[src/sv/mmexp_pkg.sv]
// Shared types and constants for the Montgomery modular exponentiation block.
package mmexp_pkg;

	// Configuration register indexes
	localparam int CFG_IDX_W = 3;

	typedef enum logic [CFG_IDX_W-1:0] {
		CFG_MODULUS     = 3'd0,
		CFG_R_MOD_N     = 3'd1,
		CFG_R_SQUARED   = 3'd2,
		CFG_PUBLIC_EXP  = 3'd3,
		CFG_PRIVATE_EXP = 3'd4
	} cfg_idx_t;

	// Register values after reset
	localparam int RST_MODULUS     = 133;
	localparam int RST_R_MOD_N     = 123;
	localparam int RST_R_SQUARED   = 100;
	localparam int RST_PUBLIC_EXP  = 5;
	localparam int RST_PRIVATE_EXP = 65;

	// Fixed payload widths of the channels
	localparam int MSG_W    = 8;
	localparam int RESULT_W = 8;

	// Which Montgomery product the datapath runs
	typedef enum logic [1:0] {
		OP_TO_MONT = 2'd0,  // sq = MM(message, R^2)
		OP_MUL     = 2'd1,  // acc = MM(acc, sq)
		OP_SQR     = 2'd2,  // sq = MM(sq, sq)
		OP_FROM    = 2'd3   // acc = MM(acc, 1)
	} mm_op_t;

	// Controller to datapath commands
	typedef struct packed {
		logic   load;
		logic   mm_start;
		logic   mm_step;
		logic   mm_final;
		logic   exp_shift;
		logic   out_load;
		mm_op_t op;
	} mmexp_cmd_t;

	// Datapath to controller status
	typedef struct packed {
		logic exp_bit;
	} mmexp_status_t;

endpackage

[src/sv/mmexp_in_if.sv]
// Input channel: valid/ready handshake carrying kind and message.
interface mmexp_in_if;
	logic       valid;
	logic       ready;
	logic       kind;
	logic [7:0] message;

	modport source (output valid, output kind, output message, input ready);
	modport sink (input valid, input kind, input message, output ready);
endinterface

[src/sv/mmexp_out_if.sv]
// Output channel: valid/ready handshake carrying the power result.
interface mmexp_out_if;
	logic       valid;
	logic       ready;
	logic [7:0] power_result;

	modport source (output valid, output power_result, input ready);
	modport sink (input valid, input power_result, output ready);
endinterface

[src/sv/mmexp_ctrl.sv]
// Sequencer for exponentiation: product iterations, exponent scan, output handoff.
module mmexp_ctrl #(
	parameter int WIDTH = 8
) (
	input  logic                    clk,
	input  logic                    arst_n,
	input  logic                    in_valid,
	output logic                    in_ready,
	output logic                    out_valid,
	input  logic                    out_ready,
	input  mmexp_pkg::mmexp_status_t status,
	output mmexp_pkg::mmexp_cmd_t    cmd
);
	import mmexp_pkg::*;

	localparam int CNT_W = (WIDTH > 1) ? $clog2(WIDTH) : 1;
	localparam logic [CNT_W-1:0] LAST = CNT_W'(WIDTH - 1);

	typedef enum logic [2:0] {
		S_IDLE,
		S_START,
		S_ITER,
		S_FIN,
		S_DECIDE,
		S_OUTPUT
	} state_t;

	state_t             state_q;
	mm_op_t             op_q;
	logic [CNT_W-1:0]   iter_q;
	logic [CNT_W-1:0]   bit_q;
	logic               out_valid_q;
	logic               out_free;

	assign out_free  = !out_valid_q || out_ready;
	assign in_ready  = (state_q == S_IDLE);
	assign out_valid = out_valid_q;

	// Decode commands from the current state
	always_comb begin
		cmd.load      = (state_q == S_IDLE) && in_valid;
		cmd.mm_start  = (state_q == S_START);
		cmd.mm_step   = (state_q == S_ITER);
		cmd.mm_final  = (state_q == S_FIN);
		cmd.exp_shift = (state_q == S_FIN) && (op_q == OP_SQR);
		cmd.out_load  = (state_q == S_OUTPUT) && out_free;
		cmd.op        = op_q;
	end

	// Advance the sequence and hold the output valid flag
	always_ff @(posedge clk or negedge arst_n) begin
		if (!arst_n) begin
			state_q     <= S_IDLE;
			op_q        <= OP_TO_MONT;
			iter_q      <= '0;
			bit_q       <= '0;
			out_valid_q <= 1'b0;
		end else begin
			if (out_valid_q && out_ready) begin
				out_valid_q <= 1'b0;
			end
			unique case (state_q)
				S_IDLE: begin
					if (in_valid) begin
						op_q    <= OP_TO_MONT;
						state_q <= S_START;
					end
				end
				S_START: begin
					iter_q  <= '0;
					state_q <= S_ITER;
				end
				S_ITER: begin
					if (iter_q == LAST) begin
						state_q <= S_FIN;
					end else begin
						iter_q <= iter_q + 1'b1;
					end
				end
				S_FIN: begin
					unique case (op_q)
						OP_TO_MONT: begin
							bit_q   <= '0;
							state_q <= S_DECIDE;
						end
						OP_MUL: begin
							op_q    <= OP_SQR;
							state_q <= S_START;
						end
						OP_SQR: begin
							if (bit_q == LAST) begin
								op_q    <= OP_FROM;
								state_q <= S_START;
							end else begin
								bit_q   <= bit_q + 1'b1;
								state_q <= S_DECIDE;
							end
						end
						OP_FROM: begin
							state_q <= S_OUTPUT;
						end
						default: begin
							state_q <= S_IDLE;
						end
					endcase
				end
				S_DECIDE: begin
					op_q    <= status.exp_bit ? OP_MUL : OP_SQR;
					state_q <= S_START;
				end
				S_OUTPUT: begin
					if (out_free) begin
						out_valid_q <= 1'b1;
						state_q     <= S_IDLE;
					end
				end
				default: begin
					state_q <= S_IDLE;
				end
			endcase
		end
	end

endmodule

[src/sv/mmexp_dp.sv]
// Datapath: configuration registers, radix-2 Montgomery unit and operand registers.
module mmexp_dp #(
	parameter int WIDTH = 8
) (
	input  logic                              clk,
	input  logic                              arst_n,
	input  logic                              cfg_write,
	input  logic [mmexp_pkg::CFG_IDX_W-1:0]   cfg_index,
	input  logic [WIDTH-1:0]                  cfg_data,
	input  logic                              kind,
	input  logic [mmexp_pkg::MSG_W-1:0]       message,
	input  mmexp_pkg::mmexp_cmd_t             cmd,
	output mmexp_pkg::mmexp_status_t          status,
	output logic [mmexp_pkg::RESULT_W-1:0]    power_result
);
	import mmexp_pkg::*;

	localparam int PW = WIDTH + 3;  // running sum before halving
	localparam int QW = WIDTH + 2;  // partial product after halving

	logic [WIDTH-1:0]          modulus_q;
	logic [WIDTH-1:0]          r_mod_n_q;
	logic [WIDTH-1:0]          r_squared_q;
	logic [WIDTH-1:0]          pub_exp_q;
	logic [WIDTH-1:0]          priv_exp_q;

	logic [WIDTH-1:0]          exp_q;
	logic [WIDTH:0]            acc_q;
	logic [WIDTH:0]            sq_q;
	logic [WIDTH:0]            y_q;
	logic [WIDTH-1:0]          x_q;
	logic [QW-1:0]             part_q;
	logic [RESULT_W-1:0]       result_q;

	logic [WIDTH+MSG_W-1:0]    msg_ext;
	logic [WIDTH+RESULT_W-1:0] acc_ext;
	logic [PW-1:0]             sum_y;
	logic [PW-1:0]             sum_n;
	logic [QW-1:0]             mod_ext;
	logic [QW-1:0]             diff;
	logic [WIDTH:0]            mm_res;
	logic [WIDTH:0]            y_sel;
	logic [WIDTH-1:0]          x_sel;

	// Fit the fixed-width channel fields to the word width
	assign msg_ext = {{WIDTH{1'b0}}, message};
	assign acc_ext = {{RESULT_W{1'b0}}, acc_q[WIDTH-1:0]};

	// One product iteration: add y on the x bit, add N to make it even, halve
	assign sum_y = PW'(part_q) + (x_q[0] ? PW'(y_q) : '0);
	assign sum_n = sum_y + (sum_y[0] ? PW'(modulus_q) : '0);

	// Final conditional subtraction
	assign mod_ext = QW'(modulus_q);
	assign diff    = part_q - mod_ext;
	assign mm_res  = (part_q >= mod_ext) ? diff[WIDTH:0] : part_q[WIDTH:0];

	// Select operands of the next product
	always_comb begin
		case (cmd.op)
			OP_TO_MONT: begin
				y_sel = sq_q;
				x_sel = r_squared_q;
			end
			OP_MUL: begin
				y_sel = acc_q;
				x_sel = sq_q[WIDTH-1:0];
			end
			OP_SQR: begin
				y_sel = sq_q;
				x_sel = sq_q[WIDTH-1:0];
			end
			default: begin
				y_sel = acc_q;
				x_sel = WIDTH'(1);
			end
		endcase
	end

	// Hold configuration, to be written only while idle; not enforced by the block
	always_ff @(posedge clk or negedge arst_n) begin
		if (!arst_n) begin
			modulus_q   <= WIDTH'(RST_MODULUS);
			r_mod_n_q   <= WIDTH'(RST_R_MOD_N);
			r_squared_q <= WIDTH'(RST_R_SQUARED);
			pub_exp_q   <= WIDTH'(RST_PUBLIC_EXP);
			priv_exp_q  <= WIDTH'(RST_PRIVATE_EXP);
		end else if (cfg_write) begin
			unique case (cfg_index)
				CFG_MODULUS:     modulus_q   <= cfg_data;
				CFG_R_MOD_N:     r_mod_n_q   <= cfg_data;
				CFG_R_SQUARED:   r_squared_q <= cfg_data;
				CFG_PUBLIC_EXP:  pub_exp_q   <= cfg_data;
				CFG_PRIVATE_EXP: priv_exp_q  <= cfg_data;
				default: ;
			endcase
		end
	end

	// Operand, product and result registers
	always_ff @(posedge clk) begin
		if (cmd.load) begin
			sq_q  <= {1'b0, msg_ext[WIDTH-1:0]};
			acc_q <= {1'b0, r_mod_n_q};
			exp_q <= kind ? priv_exp_q : pub_exp_q;
		end
		if (cmd.mm_start) begin
			y_q    <= y_sel;
			x_q    <= x_sel;
			part_q <= '0;
		end
		if (cmd.mm_step) begin
			part_q <= sum_n[PW-1:1];
			x_q    <= x_q >> 1;
		end
		if (cmd.mm_final) begin
			if (cmd.op == OP_TO_MONT || cmd.op == OP_SQR) begin
				sq_q <= mm_res;
			end else begin
				acc_q <= mm_res;
			end
		end
		if (cmd.exp_shift) begin
			exp_q <= exp_q >> 1;
		end
		if (cmd.out_load) begin
			result_q <= acc_ext[RESULT_W-1:0];
		end
	end

	assign status.exp_bit = exp_q[0];
	assign power_result   = result_q;

endmodule

[src/sv/montgomery_modular_exponentiation.sv]
// Top level of the Montgomery modular exponentiation block.
//
// Usage: write the modulus N, R mod N, R^2 mod N and the two exponents through
// the configuration port (cfg_write, cfg_index, cfg_data) while the block is
// idle. Each transaction on req carries a kind bit (0 public, 1 private
// exponent) and a message below N; one transaction on rsp returns
// message^exponent mod N.
// Every Montgomery product runs in the shared bit-serial unit (load, WIDTH
// add-and-halve steps, final subtraction). One item runs 2 + WIDTH +
// popcount(e) products, with a decision step before each exponent bit, plus
// an accept state and an output state. Items are worked one at a time;
// req.ready is high only while the sequencer is idle.
// The result sits in an output register, so a new item is taken while rsp
// stalls; a finished item waits in the sequencer until the register frees up.
// Reset: clears the sequencer and rsp.valid and loads the default register
// values (N = 133, R mod N = 123, R^2 mod N = 100, exponents 5 and 65).
module montgomery_modular_exponentiation #(
	parameter int WIDTH = 8
) (
	input  logic                            clk,
	input  logic                            arst_n,
	input  logic                            cfg_write,
	input  logic [mmexp_pkg::CFG_IDX_W-1:0] cfg_index,
	input  logic [WIDTH-1:0]                cfg_data,
	mmexp_in_if.sink                        req,
	mmexp_out_if.source                     rsp
);
	import mmexp_pkg::*;

	mmexp_cmd_t    cmd;
	mmexp_status_t status;

	// Sequencer
	mmexp_ctrl #(
		.WIDTH(WIDTH)
	) u_ctrl (
		.clk       (clk),
		.arst_n    (arst_n),
		.in_valid  (req.valid),
		.in_ready  (req.ready),
		.out_valid (rsp.valid),
		.out_ready (rsp.ready),
		.status    (status),
		.cmd       (cmd)
	);

	// Datapath
	mmexp_dp #(
		.WIDTH(WIDTH)
	) u_dp (
		.clk          (clk),
		.arst_n       (arst_n),
		.cfg_write    (cfg_write),
		.cfg_index    (cfg_index),
		.cfg_data     (cfg_data),
		.kind         (req.kind),
		.message      (req.message),
		.cmd          (cmd),
		.status       (status),
		.power_result (rsp.power_result)
	);

endmodule

[src/flat_wrapper.sv]
// flat-port wrapper written by rule: the top's interface ports become plain ports
module montgomery_modular_exponentiation_flat import mmexp_pkg::*;
#(
	parameter int WIDTH = 8
)
  (clk, arst_n, cfg_write, cfg_index, cfg_data, req_valid, req_kind, req_message, req_ready, rsp_valid, rsp_power_result, rsp_ready);
  mmexp_in_if req_i ();
  mmexp_out_if rsp_i ();
  input  logic clk;
  input  logic arst_n;
  input  logic cfg_write;
  input  logic [mmexp_pkg::CFG_IDX_W-1:0] cfg_index;
  input  logic [WIDTH-1:0] cfg_data;
  input wire logic [$bits(req_i.valid)-1:0] req_valid;
  input wire logic [$bits(req_i.kind)-1:0] req_kind;
  input wire logic [$bits(req_i.message)-1:0] req_message;
  output wire logic [$bits(req_i.ready)-1:0] req_ready;
  output wire logic [$bits(rsp_i.valid)-1:0] rsp_valid;
  output wire logic [$bits(rsp_i.power_result)-1:0] rsp_power_result;
  input wire logic [$bits(rsp_i.ready)-1:0] rsp_ready;
  assign req_i.valid = req_valid;
  assign req_i.kind = req_kind;
  assign req_i.message = req_message;
  assign req_ready = req_i.ready;
  assign rsp_valid = rsp_i.valid;
  assign rsp_power_result = rsp_i.power_result;
  assign rsp_i.ready = rsp_ready;
  montgomery_modular_exponentiation #(.WIDTH(WIDTH)) u_core (.clk(clk), .arst_n(arst_n), .cfg_write(cfg_write), .cfg_index(cfg_index), .cfg_data(cfg_data), .req(req_i), .rsp(rsp_i));
endmodule
[config.mk]
export PLATFORM = sky130hd
export DESIGN_NAME = montgomery_modular_exponentiation_flat
export DESIGN_NICKNAME = d
export VERILOG_FILES = /design/src/sv/mmexp_pkg.sv /design/src/sv/mmexp_in_if.sv /design/src/sv/mmexp_out_if.sv /design/src/sv/mmexp_ctrl.sv /design/src/sv/mmexp_dp.sv /design/src/sv/montgomery_modular_exponentiation.sv /design/src/flat_wrapper.sv
export SDC_FILE = /design/constraint.sdc
export NUM_CORES = 1
export LEC_CHECK = 0
export ABC_AREA = 1
export BUFFER_PORTS_ARGS = -buffer_cell sky130_fd_sc_hd__clkbuf_2
export CORE_AREA = 2 2 138 140
export CTS_CLUSTER_SIZE = 24
export DETAILED_ROUTE_END_ITERATION = 8
export DIE_AREA = 0 0 140 142
export PLACE_DENSITY = 0.6
export SLEW_MARGIN = 25
export SYNTH_ARGS = -nofsm -noshare
export SYNTH_HDL_FRONTEND = slang
export SYNTH_HIERARCHICAL = 1
export SYNTH_SLANG_ARGS = --single-unit
[constraint.sdc]
create_clock -name clk -period 8 [get_ports clk]
set_clock_uncertainty 0.15 [all_clocks]
set_input_delay 1.6 -clock clk [delete_from_list [all_inputs] [get_ports clk]]
set_output_delay 1.6 -clock clk [all_outputs]
set_load 0.005 [all_outputs]
# Word level (Yosys, flattened, before mapping)
# Cells that the tools add are included.
[word_totals]
register_bits = 113
inputBits = 25
wordCells = 107
[classes]
addsub = 5
n_lt_le_gt_ge = 1
n_eq_ne = 21
muxes = 36
n_reduce_logical = 25
[op_table]
columns = ["op", "n"]
rows = [
  ["$mux 9", 9],
  ["$mux 7", 4],
  ["$mux 10", 2],
  ["$mux 3", 6],
  ["$pmux 3 s6", 1],
  ["$mux 8", 2],
  ["$pmux 8 s2", 1],
  ["$eq 3x3->1 const B", 5],
  ["$eq 3x2->1 const B", 4],
  ["$pmux 3 s2", 2],
  ["$pmux 3 s4", 1],
  ["$reduce_and 2->1", 6],
  ["$add 10x9->11", 1],
  ["$add 11x8->11", 1],
  ["$ge 10x8->1", 1],
  ["$ne 2x2->1 const B", 5],
  ["$sub 9x8->9", 1],
  ["$add 3x1->3 const B", 2],
  ["$eq 3x1->1 const B", 2],
  ["$logic_not 3->1", 2],
  ["$mux 2", 3],
  ["$ne 3x3->1 const B", 2],
  ["$pmux 2 s3", 1],
  ["$reduce_and 3->1", 2],
  ["other kinds (12)", 22],
]

# Depth between registers and ports, before layout
# Gate-level depths: netlist (run 1).
[logic_depth]
depth_word = 5
mapped_depth = 21
mapped_depth_nobuf = 20

# Modules after synthesis
# The synthesis (run 1) kept the hierarchy.
[by_module_without_submodules]
columns = ["module", "instances", "cells_each", "area_each_um2"]
rows = [
  ["mmexp_dp", 1, 684, 5677.9],
  ["mmexp_ctrl", 1, 91, 685.7],
]

# Worst setup path after synthesis (run 1)
# No wires, ideal clock.
[synth_timing]
path_type = "flip-flop to flip-flop"
start = "register u_core.u_dp.x_q[0]"
end = "register u_core.u_dp.part_q[8], data pin"
setup_time_ps = 253
arrival_ps = 2618
required_time_ps = 7597
path_slack_ps = 4979
path_stages_with_launch = 21
n_path_buf = 1
period_less_slack_ps = 3021
path_cell_list = "edfxtp_1 > clkbuf_1 > nand2_1 > inv_1 > ha_1 > fa_1 > nand3_1 > nand3_1 > a31oi_1 > xnor2_1 > ha_1 > nand2_1 > inv_1 > a21oi_1 > nand2_1 > nand2_1 > nand2_1 > nand2_1 > nand2_1 > nand2_1 > nor2_1"
[synth_between]
elab_chain_len = 5
[synth_rtl]
columns = ["item", "line", "rtl"]
rows = [
  ["start, declared", "mmexp_dp.sv:31", "logic [WIDTH-1:0] x_q;"],
  ["start signal, assigned", "mmexp_dp.sv:109", "x_q <= x_sel;"],
  ["start signal, assigned", "mmexp_dp.sv:114", "x_q <= x_q >> 1;"],
  ["$mux 9 *", "mmexp_dp.sv:50", "assign sum_y = PW'(part_q) + (x_q[0] ? PW'(y_q) : '0);"],
  ["$add 10x9->11 *", "mmexp_dp.sv:50", ""],
  ["$mux 8", "mmexp_dp.sv:51", "assign sum_n = sum_y + (sum_y[0] ? PW'(modulus_q) : '0);"],
  ["$add 11x8->11 *", "mmexp_dp.sv:51", ""],
  ["$mux 10 *", "mmexp_dp.sv:112", "if (cmd.mm_step) begin"],
  ["end signal, assigned", "mmexp_dp.sv:113", "part_q <= sum_n[PW-1:1];"],
  ["end, declared", "mmexp_dp.sv:32", "logic [QW-1:0] part_q;"],
]
# Mark *: on every way between the ends. The rest lies on a longest branch, timed or not.
# A chain may end at the register's enable or synchronous reset.

# Worst setup path after layout (run 1)
# Ends and elaborated chain as after synthesis.

==> out/metrics.yaml, run 1 <==
dp.cells: 1026
relSlewSlack_pct: 46.2
fin_tns_setup_ns: 0
cp-start-kind: "flip-flop"
core_um2: 18500
syn-instance-count: 775
io_pins: 35
setup_viol: 0
grt_pass1_wl_mm: 24.6
yosys_warnings: 6
place.gp.congestion: 0.798
ctsHtreeMaxLevel: 4
synth_fp_nets: 836
timing.fmax_mhz: 305
antenna_found_initial: 0
post_cts_resized: 0
utilization_pct: 39.8
tightestPinTransition_ns: 0.805
dpl_cell_area_um2: 6730
crit_chain: "nand2_1 > inv_1 > ha_1 > fa_1 > nand3_1 > nand3_1 > a31oi_1 > xnor2_1 > ha_1 > nand2_1 > inv_1 > a21oi_1 > nand2_1 > nand2_1 > nand2_1 > nand2_1 > nand2_1 > nand2_1 > nor2_1"
p_leak_uw: 0.00355
syn2layout_area_growth_pct: 15.4
crit_family: "adder cells"
synth_top_area_share_pct: 19.3
cp-end-kind: "flip-flop"
synth_area_leaders: "edfxtp_1 (19%), dfrtp_1 (14%), nand2_1 (13%)"
drc: 2
yosys.area.top_type: "edfxtp_1"
period_minus_slack_ns: 3.28
yosys_register_bits: 113
async_flop_share_pct: 46.0
start_util_pct: 34.5
cp_num_buf_inv: 2
wire_per_inst_um: 14.3
outcome: "finished, violations left"
dp_hpwl_mm: 11.2
cts_tree: "built"
criticalPathCategory: "flip-flop to flip-flop"
crit_path_top_delay_cell: "edfxtp_1"
cp.arrival_ns: 3.31
port_buffers: 34
n_antenna_cell: 0
grt_max_degree: 53
vdd_ir_drop_max_uv: 153
postLayoutCellArea_um2: 7350
clock_path_buffers: 2
synth_edf_count: 41
yosysSeqAreaShare_pct: 46.4
cts_hold_buf: 0
cap_violations: 0
grt_pass1_vias: 4887
hold_viol: 0
fp.dieW_um: 140
violations: "design-rule violations"
synth_cell_type_count: 43
cts_sinks: 113
avgSynthCellArea_um2: 8.21
cp.required_ns: 8.03
cts_root_buf: "clkbuf_16"
power.density_nw_per_um2: 450
drt_first_pass_iters: 9
die_y_um: 142
synth.most_common_cell: "nand2_1"
nNetsFinal: 872
synth_ff_type: "edfxtp_1"
post-place-ws_ns: 4.52
path_common_cell: "nand2_1"
syn_area_um2: 6360
globalRouteOverflowTotal: 0
numCtsBuffers: 17
drive_gt1_share_pct: 15.3
critPathMaxFanout: 9
synth_common_cells: "nand2_1 (226), inv_1 (102), o21ai_0 (69)"
post_cts_buffers: 0
routed_wl_mm: 15.2
hold_path_class: "flip-flop to flip-flop"
drtIter0Drc: 342
track_usage_pct: 16.0
insertion_delay_ns: 0.41
fin_crit_sh_pct: 41.0
ant_nets: 0
layout_setup_ws_ns: 4.72
die_area_um2: 19900
rsz0062_at_grt: "false"
maxSlewViolCount: 0
vias_per_cell: 4.77
slowest_delay_ns: 0.53
num_rows: 50
final-instance-count-excl-fill: 1058
path_clk_slew_ns: 0.05
vias: 5043
[worst reg2reg max path: stages (launching register included)]
cell	delay, ns
edfxtp_1	0.53
nand2_1	0.11
inv_1	0.05
ha_1	0.23
fa_1	0.42
nand3_1	0.10
nand3_1	0.13
a31oi_1	0.20
xnor2_1	0.14
ha_1	0.30
nand2_1	0.11
inv_1	0.04
a21oi_1	0.14
nand2_1	0.10
nand2_1	0.06
nand2_1	0.04
nand2_1	0.07
nand2_1	0.05
nand2_1	0.05
nor2_1	0.03
[report_power, final]
group	internal, uW	switching [uW]	leakage, uW
combinational	550	970	0.00207
clock	505	275	0.000293
sequential	865	140	0.00119
[sequential cells by signal, indices dropped and copies added (netlist names)]
register                  cells
u_core/u_ctrl/bit_q           3
u_core/u_dp/power_result      8
u_core/u_ctrl/out_valid       1
u_core/u_dp/acc_q             9
u_core/u_ctrl/iter_q          3
u_core/u_dp/priv_exp_q        8
u_core/u_dp/modulus_q         8
u_core/u_dp/pub_exp_q         8
u_core/u_dp/y_q               9
u_core/u_ctrl/op_q            2
u_core/u_dp/part_q           10
u_core/u_dp/sq_q              9
u_core/u_dp/r_squared_q       8
u_core/u_dp/r_mod_n_q         8
u_core/u_dp/exp_q             8
u_core/u_ctrl/state_q         3
u_core/u_dp/x_q               8
[logic make-up (layout without fill, tap and decap cells)]
family | Yosys count | in the layout | share of synthesized area [%]
simple gates | 348 | 348 | 24.2
compound gates | 140 | 140 | 12.2
buf+inv | 126 | 175 | 8.06
flops | 113 | 113 | 46.4
fa+ha+maj | 36 | 36 | 7.43
xor+xnor | 12 | 12 | 1.65
[path summary, 6_finish.rpt]
check	startpoint	endpoint	slack, ns	cells past startpoint
worst max register to register	u_core/u_dp/x_q[0]	u_core/u_dp/part_q[8]	4.72	19
max in group asynchronous	arst_n	u_core/u_dp/r_mod_n_q[7]	6.11	2
worst min register to register	u_core/u_dp/x_q[7]	u_core/u_dp/x_q[7]	0.32	2
worst min-delay path	u_core/u_dp/x_q[7]	u_core/u_dp/x_q[7]	0.32	2
worst max-delay path	u_core/u_dp/x_q[0]	u_core/u_dp/part_q[8]	4.72	19
min in group asynchronous	arst_n	u_core/u_dp/pub_exp_q[4]	1.15	2
[final cells by class]
type | count | area (um2)
Clock buffer | 19 | 453
Multi-Input combinational cell | 536 | 2900
Sequential cell | 113 | 2950
Clock inverter | 13 | 159
Timing Repair Buffer | 37 | 193
Fill cell | 1874 | 11100
Inverter | 106 | 398
Tap cell | 234 | 293
[routing by layer]
layer	share of wire, %	global-route usage, %	vias up	wire [um]
met5	0	0	-	0
met4	1.3	5.10	0	200
met3	3.9	3.80	16	595
met2	46	25.6	80	6970
met1	49	21.7	2355	7390
li1	-	-	2592	-
[stage by stage]
stage,hold slack (ns),total power [uW]
finish,0.319,3310
global route,0.344,3610
CTS,0.323,3330
detailed placement,0.306,2530
global placement,0.310,2500
floorplan,0.281,2180
[cells in the final DEF, fill, tap and decap left out, drive strengths merged, types with 5 or more instances in the layout]
master / n
dfstp: 16
xnor2: 6
edfxtp: 41
clkbuf: 53
dfrtp: 36
nand3: 46
clkinv: 5
inv: 108
dfxtp: 20
nor2: 45
a21oi: 34
o211ai: 14
or2: 9
ha: 33
xor2: 6
o21ai: 84
nand2: 237
Power figures use the tool's default switching activity.
==> run 2: changes to the inputs <==
PLACE_DENSITY = 0.62   (was 0.6)
clock period = 2.85 ns   (was 8 ns; I/O delays follow)
==> run 2 against run 1 <==
The run ends with design-rule violations, negative setup slack left. Final cell count up 3.6%. Routed wire length is 5.8% higher. Sequential power increased to 2.8 times the previous value. Cell area is 6.5% higher. Fmax rose by 12%.
==> out/metrics.yaml, run 2 (same netlist as run 1, synthesis figures left out) <==
numCtsBuffers: 17  # unchanged
num_rows: 50  # unchanged
vias: 5267  # was 5,043
wl_met3_um: 846  # was 595 um
die_y_um: 142  # unchanged
layout_setup_ws_ns: -0.0697  # was 4.72 ns
nNetsFinal: 910  # was 872
criticalPathCategory: "flip-flop to flip-flop"  # unchanged
hold_path_class: "input port to flip-flop"  # was flip-flop to flip-flop
globalRouteOverflowTotal: 0  # unchanged
grt_max_degree: 28  # was 53
rsz0062_at_grt: "true"  # was false
top_layer: "met4"  # unchanged
largest_reg_flops: 10  # unchanged
drt_first_pass_iters: 7  # was 9
fp.dieW_um: 140  # unchanged
port_buffers: 34  # unchanged
final_common_cell: "nand2_1"  # unchanged
path_clk_slew_ns: 0.06  # was 0.05 ns
cp.required_ns: 2.87  # was 8.03 ns
antenna_found_initial: 0  # unchanged
top_register: "u_core/u_dp/part_q"  # unchanged
maxSlewViolCount: 0  # unchanged
period_minus_slack_ns: 2.92  # was 3.28 ns
cp.arrival_ns: 2.94  # was 3.31 ns
grt_pass1_vias: 5168  # was 4,887
track_usage_pct: 16.9  # was 16.0%
vdd_ir_drop_max_uv: 454  # was 153 uV
setup_viol: 3  # was 0
dp.cells: 1057  # was 1,026
timing.hold.ws_ns: 0.211  # was 0.319 ns
cp-end-kind: "flip-flop"  # unchanged
tightestPinTransition_ns: 0.813  # was 0.805 ns
core_um2: 18500  # unchanged
drive_gt1_share_pct: 22.5  # was 15.3%
violations: "design-rule violations, negative setup slack"  # was design-rule violations
hold_viol: 0  # unchanged
wl_met1_mm: 7.24  # was 7.39 mm
ant_nets: 0  # unchanged
place.gp.congestion: 0.810  # was 0.798
wire_per_inst_um: 14.6  # was 14.3 um
wl_met2_mm: 7.69  # was 6.97 mm
routed_wl_mm: 16.0  # was 15.2 mm
timing.fmax_mhz: 342  # was 305 MHz
grt_pass1_wl_mm: 26.0  # was 24.6 mm
die_area_um2: 19900  # unchanged
ctsHtreeMaxLevel: 4  # unchanged
critPathMaxFanout: 6  # was 9
p_leak_uw: 0.00375  # was 0.00355 uW
fin_tns_setup_ns: -0.195  # was 0 ns
clock_path_buffers: 2  # unchanged
drtIter0Drc: 376  # was 342
outcome: "finished, violations left"  # unchanged
mostFrequentLayoutCells: "nand2_1 (216), inv_1 (101), o21ai_0 (65), edfxtp_1 (41), nand3_1 (40)"  # was nand2_1 (226), inv_1 (102), o21ai_0 (69), nand3_1 (42), edfxtp_1 (41)
cts_tree: "built"  # unchanged
r2r_slack_ns: -0.07  # was 4.72 ns
io_pins: 35  # unchanged
relSlewSlack_pct: 45.7  # was 46.2%
vias_per_cell: 4.81  # was 4.77
cts_sinks: 113  # unchanged
utilization_pct: 42.4  # was 39.8%
cp-start-kind: "flip-flop"  # unchanged
start_util_pct: 34.5  # unchanged
power.density_nw_per_um2: 1320  # was 450 nW/um2
fin_crit_sh_pct: 102  # was 41.0%
syn2layout_area_growth_pct: 23.0  # was 15.4%
n_antenna_cell: 0  # unchanged
dp_hpwl_mm: 11.7  # was 11.2 mm
drc: 2  # unchanged
power_uw: 10400  # was 3310 uW
final-instance-count-excl-fill: 1096  # was 1,058
insertion_delay_ns: 0.41  # about the same
cap_violations: 0  # unchanged
cts_root_buf: "clkbuf_16"  # unchanged
[run 2: changes by cell type in the layout (fill, tap and decap cells not counted), moves of 6 or more]
cell,previous run,this run
nand2_2,11,21
buf_4,3,39
a21oi_1,32,25
ha_4,0,6
nand2_1,226,216
ha_1,33,27
a21oi_2,2,9
[run 2: path summary, 6_finish.rpt]
check	depth (start not counted)	end	from
setup / recovery	19	u_core/u_dp/part_q[8]	u_core/u_dp/x_q[0]
hold / removal	2	u_core/u_ctrl/out_valid	rsp_ready
setup reg to reg	19	u_core/u_dp/part_q[8]	u_core/u_dp/x_q[0]
hold reg to reg	2	u_core/u_dp/x_q[7]	u_core/u_dp/x_q[7]
max in group asynchronous	3	u_core/u_dp/modulus_q[7]	arst_n
min in group asynchronous	2	u_core/u_dp/pub_exp_q[4]	arst_n
[run 2: per-stage QoR]
| stage | instance area (um2) | setup WS, ns |
|---|---|---|
| floorplan | 6400 | -0.0383 |
| global placement | 6990 | -0.0959 |
| detailed placement | 6990 | -0.155 |
| CTS | 7700 | -0.0965 |
| global route | 7830 | -0.287 |
| finish | 7830 | -0.0697 |
[run 2: worst max-delay path: stages (launching register included)]
cell and delay (ns):
edfxtp_1 0.47, nand2_2 0.10, inv_2 0.04, ha_4 0.15, fa_2 0.34, nand3_2 0.09, nand3_4 0.09, buf_6 0.13
xor2_1 0.14, ha_1 0.33, nand2_1 0.09, nand2_2 0.07, a21oi_2 0.14, nand2_2 0.07, nand2_1 0.05, nand2_1 0.05
nand2_1 0.07, nand2_1 0.05, nand2_1 0.05, nor2_1 0.03
[run 2: what timing repair did]
item,4_1_cts,5_1_grt
endpoints found under the setup margin,5,8
buffers inserted,3,4
endpoints found under the hold margin,5,0
gates resized for setup,14,23
pin swaps,17,17
hold buffers,1,0
[run 2: metal layers]
metal  vias up  GRT usage (%)
li1       2675              -
met1      2450           21.5
met2       121           28.5
met3        21           3.67
met4         0           6.01
met5         -              0
[run 2: layout make-up]
class	instances	area, um2
clock inverters	9	105
multi-input cells	536	3110
inverters	106	398
flip-flops and latches	113	2950
clock buffers	23	479
fillers	1808	10600
repair buffers	75	484
well taps	234	293
[run 2: power by group]
group          switching [uW]  total, uW  internal (uW)
registers                 390       2810           2420
clock network             743       2100           1360
logic                    3180       5440           2260
total                    4310      10400           6050
